### config.mk
export PLATFORM = sky130hd
export DESIGN_NAME = lcg_dice_roller
export DESIGN_NICKNAME = d
export VERILOG_FILES = /design/src/sv/ldr_pkg.sv /design/src/sv/ldr_ctrl.sv /design/src/sv/ldr_datapath.sv /design/src/sv/lcg_dice_roller.sv
export SDC_FILE = /design/constraint.sdc
export NUM_CORES = 2
export LEC_CHECK = 0
export BUFFER_PORTS_ARGS = -buffer_cell sky130_fd_sc_hd__buf_4
export CAP_MARGIN = 25
export CORE_MARGIN = 3
export CORE_UTILIZATION = 65
export CTS_CLUSTER_SIZE = 20
export DETAILED_ROUTE_END_ITERATION = 10
export PLACE_DENSITY = 0.88
export REMOVE_ABC_BUFFERS = 1
export SLEW_MARGIN = 30
export SYNTH_ARGS = -nofsm -noshare
export SYNTH_HDL_FRONTEND = slang
export SYNTH_HIERARCHICAL = 1
export SYNTH_SLANG_ARGS = --single-unit
### constraint.sdc
create_clock -name clk -period 18.03 [get_ports clk]
set_input_delay 3.606 -clock clk [delete_from_list [all_inputs] [get_ports clk]]
set_output_delay 3.606 -clock clk [all_outputs]
set_load 0.01 [all_outputs]
### src/sv/ldr_pkg.sv
// ----------------------------------------------------------------------------
// ldr_pkg: shared types and constants of the dice roller
// Request kinds, controller states, the command and status groups between the
// controller and the datapath, and the arithmetic constants of the generator.
// ----------------------------------------------------------------------------
package ldr_pkg;

  localparam int unsigned LDR_MAX_DICE       = 255;
  localparam int unsigned LDR_MAX_SIDES      = 100;
  localparam int unsigned LDR_DRAW_LIMIT     = 65520;
  localparam int unsigned LDR_INCR_MULT      = 2401;
  localparam int unsigned LDR_MULT_WHEEL_RST = 11939;
  localparam int unsigned LDR_INCR_WHEEL_RST = 19937;
  localparam int unsigned LDR_WHEEL_SPAN     = 10000;
  localparam int unsigned LDR_TOTAL_MAX      = 25500;
  localparam int unsigned LDR_PCT_ZERO       = 100;
  localparam int unsigned LDR_WHEEL_DIGITS   = 5;
  localparam int unsigned LDR_DIV10_MUL      = 104858;
  localparam int unsigned LDR_DIV10_SHIFT    = 20;

  localparam int unsigned LDR_STATE_W = 32;
  localparam int unsigned LDR_WHEEL_W = 17;
  localparam int unsigned LDR_COUNT_W = 8;
  localparam int unsigned LDR_SIDES_W = 7;
  localparam int unsigned LDR_TOTAL_W = 15;
  localparam int unsigned LDR_DRAW_W  = 16;

  typedef enum logic [1:0] {
    KIND_ROLL  = 2'd0,
    KIND_FLIP  = 2'd1,
    KIND_PCT   = 2'd2,
    KIND_SHAKE = 2'd3
  } kind_t;

  typedef enum logic [3:0] {
    ST_IDLE,
    ST_CHECK,
    ST_MUL,
    ST_ADD,
    ST_DIV,
    ST_ACC,
    ST_MOD_DIV,
    ST_SAVE,
    ST_SPIN_CHK,
    ST_SPIN_A,
    ST_SPIN_B,
    ST_FIN
  } state_t;

  typedef struct packed {
    logic load;
    logic mul;
    logic add;
    logic div_step;
    logic acc;
    logic mod_start;
    logic save_ra;
    logic save_rc;
    logic spin_a;
    logic spin_b;
    logic finish;
  } ldr_cmd_t;

  typedef struct packed {
    logic dice_zero;
    logic reject;
    logic div_last;
    logic is_shake;
    logic spin_any;
  } ldr_status_t;

endpackage

### src/sv/ldr_ctrl.sv
// ----------------------------------------------------------------------------
// ldr_ctrl: request sequencer of the dice roller
// Steps the datapath through draws, redraws, remainders, sums and wheel
// rotations for one request at a time.
// ----------------------------------------------------------------------------
module ldr_ctrl (
  input  logic                 clk,
  input  logic                 rst_n,
  input  logic                 start,
  output logic                 busy,
  input  ldr_pkg::ldr_status_t status,
  output ldr_pkg::ldr_cmd_t    cmd
);

  ldr_pkg::state_t state_r, state_nxt;
  logic            phase_r, phase_nxt;

  always_ff @(posedge clk) begin
    if (!rst_n) begin
      state_r <= ldr_pkg::ST_IDLE;
      phase_r <= 1'b0;
    end else begin
      state_r <= state_nxt;
      phase_r <= phase_nxt;
    end
  end

  always_comb begin
    state_nxt = state_r;
    phase_nxt = phase_r;
    cmd       = '0;
    busy      = (state_r != ldr_pkg::ST_IDLE);
    unique case (state_r)
      ldr_pkg::ST_IDLE: begin
        if (start) begin
          cmd.load  = 1'b1;
          phase_nxt = 1'b0;
          state_nxt = ldr_pkg::ST_CHECK;
        end
      end
      ldr_pkg::ST_CHECK: begin
        if (!status.dice_zero) begin
          state_nxt = ldr_pkg::ST_MUL;
        end else if (status.is_shake) begin
          cmd.mod_start = 1'b1;
          state_nxt     = ldr_pkg::ST_MOD_DIV;
        end else begin
          state_nxt = ldr_pkg::ST_FIN;
        end
      end
      ldr_pkg::ST_MUL: begin
        cmd.mul   = 1'b1;
        state_nxt = ldr_pkg::ST_ADD;
      end
      ldr_pkg::ST_ADD: begin
        cmd.add   = 1'b1;
        state_nxt = status.reject ? ldr_pkg::ST_MUL : ldr_pkg::ST_DIV;
      end
      ldr_pkg::ST_DIV: begin
        cmd.div_step = 1'b1;
        if (status.div_last) begin
          state_nxt = ldr_pkg::ST_ACC;
        end
      end
      ldr_pkg::ST_ACC: begin
        cmd.acc   = 1'b1;
        state_nxt = ldr_pkg::ST_CHECK;
      end
      ldr_pkg::ST_MOD_DIV: begin
        cmd.div_step = 1'b1;
        if (status.div_last) begin
          state_nxt = ldr_pkg::ST_SAVE;
        end
      end
      ldr_pkg::ST_SAVE: begin
        if (!phase_r) begin
          cmd.save_ra = 1'b1;
          phase_nxt   = 1'b1;
          state_nxt   = ldr_pkg::ST_CHECK;
        end else begin
          cmd.save_rc = 1'b1;
          state_nxt   = ldr_pkg::ST_SPIN_CHK;
        end
      end
      ldr_pkg::ST_SPIN_CHK: begin
        state_nxt = status.spin_any ? ldr_pkg::ST_SPIN_A : ldr_pkg::ST_FIN;
      end
      ldr_pkg::ST_SPIN_A: begin
        cmd.spin_a = 1'b1;
        state_nxt  = ldr_pkg::ST_SPIN_B;
      end
      ldr_pkg::ST_SPIN_B: begin
        cmd.spin_b = 1'b1;
        state_nxt  = ldr_pkg::ST_SPIN_CHK;
      end
      ldr_pkg::ST_FIN: begin
        cmd.finish = 1'b1;
        state_nxt  = ldr_pkg::ST_IDLE;
      end
      default: begin
        state_nxt = ldr_pkg::ST_IDLE;
      end
    endcase
  end

endmodule

### src/sv/ldr_datapath.sv
// ----------------------------------------------------------------------------
// ldr_datapath: generator, remainder unit and accumulator of the dice roller
// Holds the generator state and both wheels, runs a bit-serial remainder
// unit, sums faces with saturation and drives the result registers.
// ----------------------------------------------------------------------------
module ldr_datapath (
  input  logic                                clk,
  input  logic                                rst_n,
  input  ldr_pkg::ldr_cmd_t                   cmd,
  output ldr_pkg::ldr_status_t                status,
  input  logic                                seed_we,
  input  logic [ldr_pkg::LDR_STATE_W-1:0]     seed_data,
  input  logic [1:0]                          in_kind,
  input  logic [ldr_pkg::LDR_COUNT_W-1:0]     in_count,
  input  logic [ldr_pkg::LDR_SIDES_W-1:0]     in_sides,
  output logic                                out_valid,
  output logic [ldr_pkg::LDR_TOTAL_W-1:0]     out_total
);

  localparam int unsigned SW = ldr_pkg::LDR_STATE_W;
  localparam int unsigned WW = ldr_pkg::LDR_WHEEL_W;
  localparam int unsigned CW = ldr_pkg::LDR_COUNT_W;
  localparam int unsigned FW = ldr_pkg::LDR_SIDES_W;
  localparam int unsigned TW = ldr_pkg::LDR_TOTAL_W;
  localparam int unsigned DW = ldr_pkg::LDR_DRAW_W;
  localparam int unsigned QW = WW - 3;
  localparam int unsigned PW = 2 * WW;

  function automatic logic [WW-1:0] span_of(input logic [3:0] d);
    logic [WW-1:0] v;
    v = '0;
    unique case (d)
      4'd0:    v = WW'(0);
      4'd1:    v = WW'(1 * ldr_pkg::LDR_WHEEL_SPAN);
      4'd2:    v = WW'(2 * ldr_pkg::LDR_WHEEL_SPAN);
      4'd3:    v = WW'(3 * ldr_pkg::LDR_WHEEL_SPAN);
      4'd4:    v = WW'(4 * ldr_pkg::LDR_WHEEL_SPAN);
      4'd5:    v = WW'(5 * ldr_pkg::LDR_WHEEL_SPAN);
      4'd6:    v = WW'(6 * ldr_pkg::LDR_WHEEL_SPAN);
      4'd7:    v = WW'(7 * ldr_pkg::LDR_WHEEL_SPAN);
      4'd8:    v = WW'(8 * ldr_pkg::LDR_WHEEL_SPAN);
      4'd9:    v = WW'(9 * ldr_pkg::LDR_WHEEL_SPAN);
      default: v = '0;
    endcase
    return v;
  endfunction

  logic [SW-1:0]     gen_r, prod_r, inc_r;
  logic [WW-1:0]     mw_r, iw_r, w_r;
  logic [QW-1:0]     q_r;
  logic [CW-1:0]     cnt_r, n_r;
  logic [FW-1:0]     faces_r, div_r, rem_r;
  logic [DW-1:0]     dvd_r;
  logic [3:0]        bit_r;
  logic [TW-1:0]     sum_r;
  logic [2:0]        ra_r, rc_r;
  logic              plus1_r;
  ldr_pkg::kind_t    kind_r;
  logic              out_valid_r;
  logic [TW-1:0]     out_total_r;

  ldr_pkg::kind_t    kind_in;
  logic [CW-1:0]     n_clamp;
  logic [FW-1:0]     sides_fix, sides_clamp;
  logic [SW-1:0]     gen_nxt;
  logic [SW-1:0]     mul_full;
  logic [SW-1:0]     inc_full;
  logic [FW:0]       trial;
  logic [FW-1:0]     rem_nxt;
  logic [TW:0]       face_sum;
  logic [TW-1:0]     acc_nxt;
  logic [PW-1:0]     spin_prod;
  logic [WW-1:0]     w_sel, w_rot;
  logic [3:0]        digit;
  logic [TW-1:0]     fin_total;

  assign kind_in     = ldr_pkg::kind_t'(in_kind);
  assign n_clamp     = (32'(in_count) > ldr_pkg::LDR_MAX_DICE) ?
                       CW'(ldr_pkg::LDR_MAX_DICE) : in_count;
  assign sides_fix   = (in_sides == '0) ? FW'(1) : in_sides;
  assign sides_clamp = (32'(sides_fix) > ldr_pkg::LDR_MAX_SIDES) ?
                       FW'(ldr_pkg::LDR_MAX_SIDES) : sides_fix;

  assign mul_full = gen_r * SW'({mw_r, 2'b01});
  assign inc_full = SW'(iw_r) * SW'(ldr_pkg::LDR_INCR_MULT);
  assign gen_nxt  = prod_r + inc_r;

  assign trial   = {rem_r, dvd_r[DW-1]};
  assign rem_nxt = (trial >= {1'b0, div_r}) ? FW'(trial - {1'b0, div_r}) : trial[FW-1:0];

  assign face_sum = (TW+1)'(sum_r) + (TW+1)'(rem_r) + (TW+1)'(plus1_r);
  always_comb begin
    if (kind_r == ldr_pkg::KIND_PCT) begin
      acc_nxt = TW'(sum_r * TW'(10)) + TW'(rem_r);
    end else if (face_sum > (TW+1)'(ldr_pkg::LDR_TOTAL_MAX)) begin
      acc_nxt = TW'(ldr_pkg::LDR_TOTAL_MAX);
    end else begin
      acc_nxt = face_sum[TW-1:0];
    end
  end

  assign w_sel     = (ra_r != '0) ? mw_r : iw_r;
  assign spin_prod = PW'(w_sel) * PW'(ldr_pkg::LDR_DIV10_MUL);
  assign digit     = 4'(w_r - ({3'b000, q_r, 3'b000} + {2'b00, q_r, 1'b0}));
  assign w_rot     = WW'(q_r) + span_of(digit);

  always_comb begin
    unique case (kind_r)
      ldr_pkg::KIND_SHAKE: fin_total = '0;
      ldr_pkg::KIND_PCT:   fin_total = (sum_r == '0) ? TW'(ldr_pkg::LDR_PCT_ZERO) : sum_r;
      default:             fin_total = sum_r;
    endcase
  end

  always_ff @(posedge clk) begin
    if (!rst_n) begin
      gen_r       <= '0;
      mw_r        <= WW'(ldr_pkg::LDR_MULT_WHEEL_RST);
      iw_r        <= WW'(ldr_pkg::LDR_INCR_WHEEL_RST);
      cnt_r       <= '0;
      bit_r       <= '0;
      ra_r        <= '0;
      rc_r        <= '0;
      kind_r      <= ldr_pkg::KIND_ROLL;
      out_valid_r <= 1'b0;
    end else begin
      out_valid_r <= cmd.finish;
      if (seed_we) begin
        gen_r <= seed_data;
      end else if (cmd.add) begin
        gen_r <= gen_nxt;
      end
      if (cmd.load) begin
        kind_r <= kind_in;
        bit_r  <= '0;
        unique case (kind_in)
          ldr_pkg::KIND_PCT: cnt_r <= CW'(2);
          default:           cnt_r <= n_clamp;
        endcase
      end else if (cmd.acc) begin
        cnt_r <= cnt_r - CW'(1);
      end else if (cmd.save_ra) begin
        cnt_r <= n_r;
      end
      if (cmd.add || cmd.mod_start) begin
        bit_r <= '0;
      end else if (cmd.div_step) begin
        bit_r <= bit_r + 4'd1;
      end
      if (cmd.save_ra) begin
        ra_r <= 3'(rem_r);
      end else if (cmd.spin_b && (ra_r != '0)) begin
        ra_r <= ra_r - 3'd1;
      end
      if (cmd.save_rc) begin
        rc_r <= 3'(rem_r);
      end else if (cmd.spin_b && (ra_r == '0)) begin
        rc_r <= rc_r - 3'd1;
      end
      if (cmd.spin_b) begin
        if (ra_r != '0) begin
          mw_r <= w_rot;
        end else begin
          iw_r <= w_rot;
        end
      end
    end
  end

  always_ff @(posedge clk) begin
    if (cmd.load) begin
      n_r   <= n_clamp;
      sum_r <= '0;
      unique case (kind_in)
        ldr_pkg::KIND_ROLL: begin
          faces_r <= sides_clamp;
          plus1_r <= (sides_clamp != FW'(10));
        end
        ldr_pkg::KIND_FLIP: begin
          faces_r <= FW'(2);
          plus1_r <= 1'b0;
        end
        ldr_pkg::KIND_PCT: begin
          faces_r <= FW'(10);
          plus1_r <= 1'b0;
        end
        default: begin
          faces_r <= FW'(4);
          plus1_r <= 1'b1;
        end
      endcase
    end
    if (cmd.mul) begin
      prod_r <= mul_full;
      inc_r  <= inc_full;
    end
    if (cmd.add) begin
      dvd_r <= gen_nxt[SW-1 -: DW];
      rem_r <= '0;
      div_r <= faces_r;
    end else if (cmd.mod_start) begin
      dvd_r <= DW'(sum_r);
      rem_r <= '0;
      div_r <= FW'(ldr_pkg::LDR_WHEEL_DIGITS);
    end else if (cmd.div_step) begin
      dvd_r <= {dvd_r[DW-2:0], 1'b0};
      rem_r <= rem_nxt;
    end
    if (cmd.acc) begin
      sum_r <= acc_nxt;
    end else if (cmd.save_ra) begin
      sum_r <= '0;
    end
    if (cmd.spin_a) begin
      q_r <= spin_prod[ldr_pkg::LDR_DIV10_SHIFT +: QW];
      w_r <= w_sel;
    end
    if (cmd.finish) begin
      out_total_r <= fin_total;
    end
  end

  assign status.dice_zero = (cnt_r == '0);
  assign status.reject    = (gen_nxt[SW-1 -: DW] > DW'(ldr_pkg::LDR_DRAW_LIMIT));
  assign status.div_last  = (bit_r == 4'd15);
  assign status.is_shake  = (kind_r == ldr_pkg::KIND_SHAKE);
  assign status.spin_any  = (ra_r != '0) || (rc_r != '0);

  assign out_valid = out_valid_r;
  assign out_total = out_total_r;

endmodule

### src/sv/lcg_dice_roller.sv
// ----------------------------------------------------------------------------
// lcg_dice_roller: dice, coin and percentile generator on a 32-bit LCG
// Top level: configuration register, sequencer and datapath.
// ----------------------------------------------------------------------------
// A request (in_kind, in_count, in_sides) is taken on a clock edge with start
// high and busy low. busy stays high until the request is finished. The result
// shows on out_total, marked by out_valid for exactly one cycle, in the cycle
// in which busy falls; out_total holds it until the next result. The receiver
// cannot stall it, so nothing waits on it. Each die or coin takes a multiply
// and an add for the generator step, the bit-serial remainder unit, one
// accumulate and one check; every rejected draw repeats the multiply and add.
// A percentile roll counts two dice. A shake runs the two rolls and the two
// mod-5 remainders, then each wheel rotation through ST_SPIN_CHK, ST_SPIN_A
// and ST_SPIN_B. The seed register answers at addresses 0 to 3 of the APB
// port (paddr[2] low); writing it loads the generator state. The user must
// ensure writes are made only while busy is low; the block does not enforce it.
// Reset clears the generator state and the seed to zero and loads both wheels
// with their start values; no request is pending after reset.
// ----------------------------------------------------------------------------
module lcg_dice_roller (
  input  logic                            clk,
  input  logic                            rst_n,
  input  logic                            psel,
  input  logic                            penable,
  input  logic                            pwrite,
  input  logic [2:0]                      paddr,
  input  logic [31:0]                     pwdata,
  output logic [31:0]                     prdata,
  output logic                            pready,
  input  logic                            start,
  output logic                            busy,
  input  logic [1:0]                      in_kind,
  input  logic [ldr_pkg::LDR_COUNT_W-1:0] in_count,
  input  logic [ldr_pkg::LDR_SIDES_W-1:0] in_sides,
  output logic                            out_valid,
  output logic [ldr_pkg::LDR_TOTAL_W-1:0] out_total
);

  logic [31:0]          seed_r;
  logic                 seed_we;
  ldr_pkg::ldr_cmd_t    cmd;
  ldr_pkg::ldr_status_t status;

  assign pready  = 1'b1;
  assign seed_we = psel && penable && pwrite && (paddr[2] == 1'b0);
  assign prdata  = (paddr[2] == 1'b0) ? seed_r : 32'd0;

  always_ff @(posedge clk) begin
    if (!rst_n) begin
      seed_r <= '0;
    end else if (seed_we) begin
      seed_r <= pwdata;
    end
  end

  ldr_ctrl u_ctrl (
    .clk    (clk),
    .rst_n  (rst_n),
    .start  (start),
    .busy   (busy),
    .status (status),
    .cmd    (cmd)
  );

  ldr_datapath u_datapath (
    .clk       (clk),
    .rst_n     (rst_n),
    .cmd       (cmd),
    .status    (status),
    .seed_we   (seed_we),
    .seed_data (pwdata),
    .in_kind   (in_kind),
    .in_count  (in_count),
    .in_sides  (in_sides),
    .out_valid (out_valid),
    .out_total (out_total)
  );

endmodule

# Word-level counts from Yosys, hierarchy flattened
# Memory sizes are Yosys's and may differ from the RTL's.
# Cells that the tools add are included.
# totals
input_bits,58
n_memories,1
output_inout_bits,50
regBits,279
mem_bits_ro,208
elab_cells,157
# classes
reduce_logical,32
n_mux,57
multipliers,4
addsub,12
bitwise,3
n_eq_ne,20
magnitude_cmp,4
# memory_table
memory,words,width,rd,rd_clocked_by_memory_dff,write_ports,line,rtl
(name not given),16,13,1,0,0,ldr_datapath.sv:32,unique case (d)
# op_table
cell,n
$mux W32,3
$mux W15,6
$mux W16,3
$pmux W4 S11,1
$mux W7,5
$mul A17 B16 Y33 const B,1
$add A32 B29 Y32,1
$mul A32 B19 Y32,1
$mux W4,8
$mux W8,4
$pmux W15 S2,1
$mul A17 B12 Y29 const B,1
$pmux W7 S3,1
$eq A4 B4 Y1 const B,5
$add A14 B17 Y17,1
$mux W17,1
$add A15 B7 Y16,1
$add A16 B1 Y16,1
$eq A4 B3 Y1 const B,4
$gt A16 B15 Y1 const B,1
$gt A16 B16 Y1 const B,1
$add A15 B7 Y15,1
$logic_not A15 Y1,1
$mul A15 B3 Y14 const B,1
other kinds (32),78

# Longest topological paths before layout
# depth
ltp_word,6
ltp_mapped,28
mapped_depth_nobuf,26

# Hierarchy
# The synthesis kept the hierarchy.
# modules_own_cells
module,seq_area_each_um2,cells_per_inst,n_inst,area_per_inst_um2
ldr_datapath,6326.1,3575,1,33393.3
lcg_dice_roller,640.6,177,1,1537.7
ldr_ctrl,100.1,57,1,424.2

# Worst setup path before layout
# No wires, ideal clock.
# synth_timing
path_type,input to output
startpoint,input port paddr[2]
endpoint,output port prdata[0]
arrival_ps,3990
path_slack_ps,10434
path_stages,2
required_ps,14424
n_path_buf,1
path_cell_list,clkbuf_1 > nor2b_1
# synth_via
elab_chain_cells,1
# synth_lines
element,line,rtl
"start, declared",lcg_dice_roller.sv:26,"input logic [2:0] paddr,"
$mux W32,lcg_dice_roller.sv:46,assign prdata = (paddr[2] == 1'b0) ? seed_r : 32'd0;
"end, declared",lcg_dice_roller.sv:28,"output logic [31:0] prdata,"
# No other way between the ends.

# Final worst setup path
# layout_timing
startpoint,input port paddr[2]
endpoint,output port prdata[29]
# Same word-level chain as after synthesis.

==> results.json <==
{
  "hold_start": "seed_r[11]",
  "initial_utilization": 0.665,
  "worst_path_most_repeated_cell": "buf_4",
  "layout-drive-gt1-share": 0.0609,
  "worst_slack_ns": 10.05,
  "wl_per_cell_um": 19.2,
  "avgSynthCellArea_um2": 9.28,
  "min_to": "seed_r[11]",
  "drc": 0,
  "yosysMostFrequentCell": "inv_1",
  "path_delay_family": "buffers and inverters",
  "dieArea_um2": 57200,
  "worst_pin_slew_ns": 1.02,
  "cts-htree-levels": 1,
  "cts_resized": 0,
  "ctsHoldBuffers": 0,
  "synth_area_leaders": "fa_1, ha_1, edfxtp_1, inv_1, dfxtp_1",
  "dr.pass1.iters": 5,
  "required_ns": 14.42,
  "power.leakage_uw": 0.0181,
  "synth_edf_count": 148,
  "vdd_ir_drop_max_v": 0.000112,
  "antenna_found_initial": 1,
  "ys.warnings.count": 6,
  "maxSlewHeadroom": 0.322,
  "syn_area_um2": 35400,
  "min_path_type": "reg -> reg",
  "numPortBuffers": 104,
  "arrival_ns": 4.37,
  "grt_max_degree": 74,
  "synth_cells": 3809,
  "placed_area_um2": 36700,
  "synth_top_area_frac": 0.252,
  "yosysTopAreaCell": "fa_1",
  "slowest_stage": "buf_4",
  "yosys-top-cells-count": "inv_1, fa_1, nand2_1, ha_1, and2_1",
  "fin_skew_ns": 0.0275,
  "clock-sinks": 279,
  "routed_via_density": 5.94,
  "fin_nets": 4767,
  "ys_ff_latch": 279,
  "synthArstFlopShare": 0,
  "path_max_fanout": 33,
  "die_w_um": 239,
  "outcome": "finished clean",
  "num_rows": 84,
  "path_clk_slew_ns": 0.06,
  "cellPowerDensity_nw_per_um2": 135,
  "path_buf_inv": 2,
  "r2r_cells": 25,
  "postRouteAntennaNets": 0,
  "io_pins": 108,
  "routabilityCongestion": 0.948,
  "fin_tns_setup_ns": 0,
  "n_antenna_cell": 0,
  "grt_pass1_vias": 28100,
  "max_freq_mhz": 125,
  "fin_crit_ns": 7.98,
  "power_uw": 5080,
  "drtIter0Drc": 2040,
  "drv_slew": 0,
  "cap_viol_max_count": 0,
  "cpPeakStageDelay_ns": 0.35,
  "grt_pass1_wl_mm": 143,
  "startpoint_type": "input pin",
  "area_growth_pct": 6.55,
  "crit_type": "in -> out",
  "yosysUniqueCellTypes": 93,
  "rsz0062_at_grt": "no",
  "r2r_slack_ns": 10.79,
  "crit_chain": "buf_4 -> and2b_2 -> buf_4",
  "r2r_end": "u_datapath/q_r[13]",
  "synth_top_flop_cell": "edfxtp_1",
  "end_kind": "output pin",
  "clockBufferDepth": 3,
  "drt_wl_total_mm": 87.2,
  "numCtsBuffers": 28,
  "finalCritPeriodShare": 0.442,
  "cts-root-buf": "clkbuf_16",
  "hpwlAfterDp_mm": 68.2,
  "die_h_um": 239,
  "post_cts_buffers": 0,
  "fin_area_um2": 37700,
  "ys_seq_area_frac": 0.200,
  "worstSkewPairLatency_ns": 0.57,
  "setup_viol": 0,
  "overflow": 0,
  "r2r-start": "u_datapath/ra_r[0]",
  "hold_path_depth": 2,
  "hold_viol_final": 0,
  "coreArea_um2": 53200,
  "cts_tree": "yes",
  "preCtsSetupSlack_ns": 10.04,
  "vias": 27000,
  "grt.total_usage": 0.314
}
[how the worst max path moves through the flow]
| stage | from | to | cells after the start |
|---|---|---|---|
| floorplan | paddr[2] | prdata[29] | 1 |
| global placement | paddr[2] | prdata[22] | 3 |
| detailed placement | paddr[2] | prdata[20] | 3 |
| CTS | paddr[2] | prdata[20] | 3 |
| global route | paddr[2] | prdata[29] | 3 |
| finish | paddr[2] | prdata[29] | 3 |
[kinds of logic after synthesis]
kind of cell               count (synthesis)  synth area share
muxes                                     61            0.0173
and+or+nand+nor                         1065             0.147
other                                      1          0.000106
DFF                                      279             0.200
xor gates and xnor gates                 184            0.0461
adders and majority gates                874             0.404
AOI/OAI and AO/OA                        496            0.0937
buffers and inverters                    849            0.0925
[report_power, final]
group | internal [µW] | leakage (µW) | switching, µW
combinational | 1400 | 0.0152 | 2020
clock | 366 | 0.000473 | 250
sequential | 912 | 0.00241 | 133
[placed cells by master (no fill, tap or decap), types with 9 or more instances in the layout]
master       n
inv_1      698
fa_1       445
nand2_1    431
ha_1       429
and2_1     227
nor2_1     163
a21oi_1    152
edfxtp_1   148
buf_4      144
xnor2_1    127
dfxtp_1    126
o21ai_0     85
mux2i_1     61
nor2b_1     56
xor2_1      55
a21o_1      48
a211oi_1    42
nand3_1     35
nor3_1      33
clkbuf_16   30
nand2b_1    25
o211ai_1    22
o21a_1      20
nand4_1     15
and3_1      15
o21bai_1    14
or3_1       10
a31oi_1      9
o21ai_1      9
[flip-flops by register name (all words and copies together), names as in the netlist, 7 cells and up]
| name | cells |
|---|---|
| u_datapath/rem_r | 7 |
| u_datapath/cnt_r | 8 |
| u_datapath/faces_r | 7 |
| u_datapath/dvd_r | 16 |
| u_datapath/mw_r | 17 |
| u_datapath/gen_r | 32 |
| u_datapath/n_r | 8 |
| u_datapath/out_total | 15 |
| u_datapath/iw_r | 17 |
| u_datapath/prod_r | 32 |
| u_datapath/sum_r | 15 |
| u_datapath/div_r | 7 |
| u_datapath/q_r | 14 |
| u_datapath/inc_r | 29 |
| seed_r | 32 |
[per-stage QoR]
step                instances   util  hold WS, ns
finish                   4545  0.708        0.452
global route             4545  0.708        0.463
CTS                      4545  0.708        0.453
detailed placement       4493  0.690        0.444
global placement         4493  0.690        0.438
floorplan                3661      -        0.430
[tightest hold or removal path: cells and delay by family, from the launching register on]
kind,cells,cell delay [ns]
flops,1,0.30
mux,1,0.05
simple gates,1,0.05
[final cells by class]
| class | count | area [µm²] |
|---|---|---|
| Fill cell | 3617 | 15500 |
| Clock buffer | 41 | 842 |
| Sequential cell | 279 | 7070 |
| Timing Repair Buffer | 144 | 1080 |
| Clock inverter | 11 | 136 |
| Inverter | 701 | 2630 |
| Tap cell | 688 | 861 |
| Multi-Input combinational cell | 2681 | 25000 |
[layer usage]
layer  up-vias  wire length, µm  global-route usage
li1      12300                -                   -
met1     13200            33800               0.396
met2      1234            41400               0.525
met3       312             7390              0.0606
met4         2             4590               0.145
met5         -               14                   0
No activity file was read; power rests on OpenSTA's default activity.
